## src/sv/twht_pkg.sv

```systemverilog
package twht_pkg;

	typedef enum logic [0:0] {
		OP_WRITE = 1'b0,
		OP_QUERY = 1'b1
	} op_t;

	typedef enum logic [2:0] {
		S_IDLE  = 3'b001,
		S_SCAN  = 3'b010,
		S_DRAIN = 3'b100
	} state_t;

	typedef struct packed {
		logic signed [12:0] left;
		logic signed [12:0] top;
		logic [11:0]        w;
		logic [11:0]        h;
	} geom_t;

	typedef struct packed {
		logic        used;
		logic        shown;
		logic        mini;
		logic        ontop;
		logic [15:0] z;
	} attr_t;

	typedef struct packed {
		geom_t geom;
		attr_t attr;
	} entry_t;

	typedef struct packed {
		logic clear;
		logic eval;
	} sel_ctl_t;

endpackage

```

## src/sv/twht_select.sv

```systemverilog
module twht_select import twht_pkg::*; #(
	parameter int unsigned IW = 4
) (
	input  logic               clk,
	input  logic               arst_n,
	input  sel_ctl_t           ctl,
	input  logic [IW-1:0]      idx,
	input  logic signed [12:0] px,
	input  logic signed [12:0] py,
	input  entry_t             entry,
	output logic               held,
	output logic [IW-1:0]      best
);

	logic               held_q;
	logic [IW-1:0]      best_q;
	logic [15:0]        best_z_q;
	logic signed [13:0] right;
	logic signed [13:0] bottom;
	logic signed [13:0] px_w;
	logic signed [13:0] py_w;
	logic               skip;
	logic               in_rect;
	logic               take;

	// Edges are widened by one bit so that left plus width cannot wrap.
	always_comb begin
		px_w    = {px[12], px};
		py_w    = {py[12], py};
		right   = $signed({entry.geom.left[12], entry.geom.left}) + $signed({2'b00, entry.geom.w});
		bottom  = $signed({entry.geom.top[12], entry.geom.top}) + $signed({2'b00, entry.geom.h});
		skip    = !entry.attr.used || !entry.attr.shown || entry.attr.mini;
		in_rect = (px_w >= $signed({entry.geom.left[12], entry.geom.left})) && (px_w < right)
		       && (py_w >= $signed({entry.geom.top[12], entry.geom.top})) && (py_w < bottom);
		take    = ctl.eval && !skip && in_rect
		       && (!held_q || entry.attr.ontop || (best_z_q < entry.attr.z));
	end

	always_ff @(posedge clk or negedge arst_n) begin
		if (!arst_n) begin
			held_q   <= 1'b0;
			best_q   <= '0;
			best_z_q <= '0;
		end else if (ctl.clear) begin
			held_q   <= 1'b0;
			best_q   <= '0;
			best_z_q <= '0;
		end else if (take) begin
			held_q   <= 1'b1;
			best_q   <= idx;
			best_z_q <= entry.attr.z;
		end
	end

	assign held = held_q;
	assign best = best_q;

`ifndef SYNTH
	a_empty_best: assert property (@(posedge clk) disable iff (!arst_n)
		!held_q |-> (best_q == '0))
		else $error("best slot set with nothing held");
`endif

endmodule

```

## config.mk

```make
export PLATFORM = sky130hd
export DESIGN_NAME = twht_select
export DESIGN_NICKNAME = d
export VERILOG_FILES = /design/src/sv/twht_pkg.sv /design/src/sv/twht_select.sv
export SDC_FILE = /design/constraint.sdc
export NUM_CORES = 1
export LEC_CHECK = 0
export ABC_AREA = 1
export BUFFER_PORTS_ARGS = -buffer_cell sky130_fd_sc_hd__buf_2
export CAP_MARGIN = 40
export CORE_ASPECT_RATIO = 0.9
export CORE_MARGIN = 2
export CORE_UTILIZATION = 54
export CTS_CLUSTER_SIZE = 16
export DETAILED_ROUTE_END_ITERATION = 10
export PLACE_DENSITY_LB_ADDON = 0.25
export SETUP_SLACK_MARGIN = 0.05
export SYNTH_ARGS = -nofsm -noshare
export SYNTH_HDL_FRONTEND = slang
export SYNTH_SLANG_ARGS = --single-unit
```

## constraint.sdc

```tcl
create_clock -name clk -period 2.1 [get_ports clk]
set_clock_uncertainty 0.2 [all_clocks]
set_input_delay 0.21 -clock clk [delete_from_list [all_inputs] [get_ports clk]]
set_output_delay 0.21 -clock clk [all_outputs]
set_load 0.01 [all_outputs]
```

# == After elaboration in Yosys (flattened, before gate mapping) ==
# Index checks and enable logic that the tools add are counted.
# word_totals
reg_bits,21
output_inout_bits,5
# op_classes
add_sub_neg,2
order_cmp,5
mux,6
n_reduce_logical,15
# op_table
operator,count
16-bit two-way mux,2
13-bit by 13-bit adder with 14-bit output,2
13-bit by 14-bit < comparator with 1-bit output,2
13-bit greater-or-equal comparator,2
16-bit < comparator,1
4-bit two-way mux,2
1-bit logical AND,6
1-bit zero test,4
1-bit logical OR,4
1-bit two-way mux,2
2-bit nonzero test,1

# == Logic depth before layout (Yosys ltp) ==
# logic_depth
word_depth,9
mapped_depth,23
ltp_nobuf,22

# == Worst setup path after synthesis ==
# No wires, ideal clock.
# synth_path
kind,input -> register
from,input port entry[20] (netlist bit)
to,"register best_q[0], in the netlist best[0]"
setup_ns,0.117
t_arrival_ns,2.877
t_required_ns,1.783
slack_ns,-1.094
cell_stages,22
n_path_buf,1
cell_sequence,ha_1 > inv_1 > fa_1 > nor4_1 > nor2_1 > o21ai_0 > a31oi_1 > xor2_1 > ha_1 > nand2_1 > inv_1 > o21ai_1 > nand2_1 > nor2_1 > nand2_1 > nand2_1 > nand3_1 > nor2_2 > nand3_2 > buf_6 > nand3_2 > nand2_1
# synth_via
elab_chain_len,6
# synth_rtl
element,line,rtl
"start, declared",twht_select.sv:10,"input entry_t entry,"
13-bit by 13-bit adder with 14-bit output,twht_select.sv:31,"bottom = $signed({entry.geom.top[12], entry.geom.top}) + $signed({2'b00, entry.geom.h});"
13-bit by 14-bit < comparator with 1-bit output,twht_select.sv:34,"&& (py_w >= $signed({entry.geom.top[12], entry.geom.top})) && (py_w < bottom);"
1-bit logical AND,twht_select.sv:34,
1-bit logical AND,twht_select.sv:35,take = ctl.eval && !skip && in_rect
1-bit logical AND,twht_select.sv:36,&& (!held_q || entry.attr.ontop || (best_z_q < entry.attr.z));
2-bit nonzero test (no source line),-,
"end signal, assigned",twht_select.sv:50,best_q <= idx;
"end, declared",twht_select.sv:16,logic [IW-1:0] best_q;
# No other way between the ends.
# A chain may end at the register's enable or synchronous reset.

# == Final worst setup path ==
# layout_path
from,input port entry[57] (netlist bit)
to,register best_z_q[11]
# layout_via
elab_chain_len,8
# layout_rtl
element,line,rtl
13-bit by 13-bit adder with 14-bit output,twht_select.sv:30,"right = $signed({entry.geom.left[12], entry.geom.left}) + $signed({2'b00, entry.geom.w});"
13-bit by 14-bit < comparator with 1-bit output,twht_select.sv:33,"in_rect = (px_w >= $signed({entry.geom.left[12], entry.geom.left})) && (px_w < right)"
1-bit logical AND (*),twht_select.sv:33,
1-bit logical AND (*) (2 in series),twht_select.sv:34,
1-bit logical AND (*),twht_select.sv:35,
1-bit logical AND (*),twht_select.sv:36,
2-bit nonzero test (no source line) (*),-,
"end signal, assigned",twht_select.sv:51,best_z_q <= entry.attr.z;
"end, declared",twht_select.sv:17,logic [15:0] best_z_q;
# Every way passes the cells marked *; elsewhere a longest branch is shown, timed or not.

==> run metrics <==
Boundary Pins=109; DR pass1 iterations=5; Yosys reg bits=21; slowest cell on the critical path=fa_2; hold_ws=-0.00120 ns; Die Ht=84.7 um; post-synth cell types=34; Die W=93.7 um; critical path class=in -> reg; WP data required=2.06 ns; final hold vios=1; Crit Reg-Reg Startpoint=best_z_q[1]; Leak Pwr=3.17 nW; Final ANT Viol Nets=0; GRT busiest layer=met2; Worst Slack Setup Final=-1.01 ns; post-synthesis cell count=551; Critical path destination=best_z_q[11]; I/O Buffers=108; sequential cell area fraction in the yosys report=0.134; Max-Cap Viols=0; Synth top area share=0.291; nets@finish=933; R2R setup slack=-0.06 ns; Synth area leaders=ha_1 (29%), dfrtp_1 (13%), nand2_1 (12%); vias in the first global route=4086; global-route wire length before repair=16.9 mm; CP max stage delay=0.38 ns; clock buffer depth=2; worst path arrival time=3.07 ns; # rows=29; largest net degree at the start of global routing=41; overall routing resource usage=0.252; Clk Latency, worst-skew pair=0.26 ns; die area=7940 um2; min-delay worst type=in -> reg; EDFF count, synth=0; Clock Tree Root=clkbuf_8; Worst VDD drop=225 uV; cell taking the most area after synthesis=ha_1; ANT cells=0; total gr overflow=0; count leader, synth=nand2_1; main flop type after synthesis=dfrtp_1; Critical Path Sink Type=flip-flop; routed length per placed instance=13.8 um; RSZ-0062 raised after global routing=true; critical-path maximum fanout=10; Residual DRC=0; Iteration-0 DRC Markers=153; grt met2 use=0.444; share of cells above drive strength 1=0.381; failing checks=hold timing, setup timing; Worst setup SP type=input port; final core occ=0.795; commonest cells in the synthesized netlist=nand2_1 (129), ha_1 (91), inv_1 (87), a21oi_1 (45), nand3_1 (24); Non-Filler Instances=828; CTS tree=built; setup TNS=-20.92 ns; clock sink count=21; Fmax achieved=321 MHz; Synth warnings=0; outcome=complete, but fails checks; initial antenna violation count=0; DP Cell Count=815; worst-margin pin slew=0.503 ns; Mean Syn Cell Area=7.10 um2; H-Tree Depth=1; Syn Nets=748; M1 GR Usage=0.339; fin crit share=1.48; r2r worst-path depth=14; Slew Viols, Final=0; CORE AREA=7040 um2; Placement Setup Slack=-1.29 ns; routability cong.=0.898; RR Endpoint=best_z_q[11]; Synth async-reset ratio=1.00; final setup violation count=21; Cell Area, Synth=3910 um2; vias=4393; Starting Density=0.555; final HPWL from detailed placement=8.25 mm; via/cell ratio=5.31; critical-path cell list=buf_2 -> ha_2 -> fa_2 -> a21oi_1 -> o21ai_2 -> a21oi_1 -> xor2_1 -> ha_1 -> nand4_1 -> a21oi_2 -> nor2_1 -> nand3_1 -> nand2_2 -> nand2_2 -> nor2_4 -> nand3_4 -> clkbuf_16 -> nand3_2 -> nand2_1; pwr/cell area=346 nW/um2; Area Overhead vs Synth=43.0%; drt total wl=11.4 mm; Num CTS Buffers=3; crit path launch=entry[57]; Slew headroom=0.664; Worst-path clk slew=0.08 ns; post-route minimum period=3.11 ns; M3 GR Usage=0.0224
-- area by class of cell --
class / count / area (um2)
multi-input cells: 426 / 3280
well taps: 93 / 116
fillers: 479 / 1450
clock buffers: 4 / 45.0
inverters: 94 / 355
flip-flops and latches: 21 / 526
repair buffers: 190 / 1270
-- critical path, delay by kind of cell --
family | cells | cell delay [ns]
AO/OA/AOI/OAI | 4 | 0.66
buffers and inverters | 2 | 0.32
adder cells (fa/ha/maj) | 3 | 0.84
XOR/XNOR | 1 | 0.18
AND/OR/NAND/NOR | 9 | 0.88
-- cell families after synthesis --
logic type / count (synthesis) / share of synthesized area
adders and majority gates: 93 / 0.301
buffers and inverters: 104 / 0.111
xor gates and xnor gates: 22 / 0.0493
DFF: 21 / 0.134
and+or+nand+nor: 239 / 0.300
AOI/OAI and AO/OA: 72 / 0.104
-- state kept, by name (all words and copies together) (netlist names) --
signal	cells
best_z_q	16
best	4
held	1
-- where the power goes --
part / switching, mW / internal [mW]
Combinational: 0.658 / 0.600
Sequential: 0.000935 / 0.405
Clock: 0.133 / 0.135
Total: 0.792 / 1.14
-- layer usage --
layer,share of wire,wire length (um),up-vias
met5,0,0,-
met4,0.027,308,0
met3,0.050,569,33
met2,0.50,5700,163
met1,0.42,4810,1986
li1,-,-,2211
-- how the worst min path moves through the flow --
stage | start | to | slack (ns) | cells past startpoint
final | idx[1] | best[1] | -0.001 | 3
after global routing | entry[14] | best_z_q[14] | 0.01 | 3
after CTS | idx[1] | best[1] | 0.002 | 3
after detailed placement | arst_n | best[3] | -0.004 | 1
after global placement | arst_n | best[3] | -0.01 | 1
after floorplan | arst_n | best[0] | -0.29 | 0
-- placed cells by master, fill, tap and decap left out, drive strengths merged --
master,instances
a21boi,2
a21o,3
a21oi,46
a31o,1
a31oi,2
buf,185
clkbuf,6
dfrtp,21
dlygate4sd3,3
fa,2
ha,91
inv,94
nand2,132
nand3,47
nand4,23
nor2,28
nor3,6
nor3b,2
nor4,1
o211ai,2
o21ai,12
o21bai,2
o31a,1
o31ai,1
xnor2,7
xor2,15
-- through the flow --
step	cell area, um2	power [mW]
6_report	5590	1.93
5_1_grt	5590	2.09
4_1_cts	5230	1.78
3_5_place_dp	5100	1.49
3_3_place_gp	5100	1.45
2_1_floorplan	3960	1.06
-- what timing repair did --
item / 4_1_cts / 5_1_grt
pin swaps: 2 / 13
gates cloned: 0 / 2
gates resized for setup: 7 / 48
endpoints found under the setup margin: 21 / 21
hold buffers: 3 / 0
buffers inserted: 1 / 3
hold endpoints to repair: 23 / 0
No activity file was read; power rests on OpenSTA's default activity.
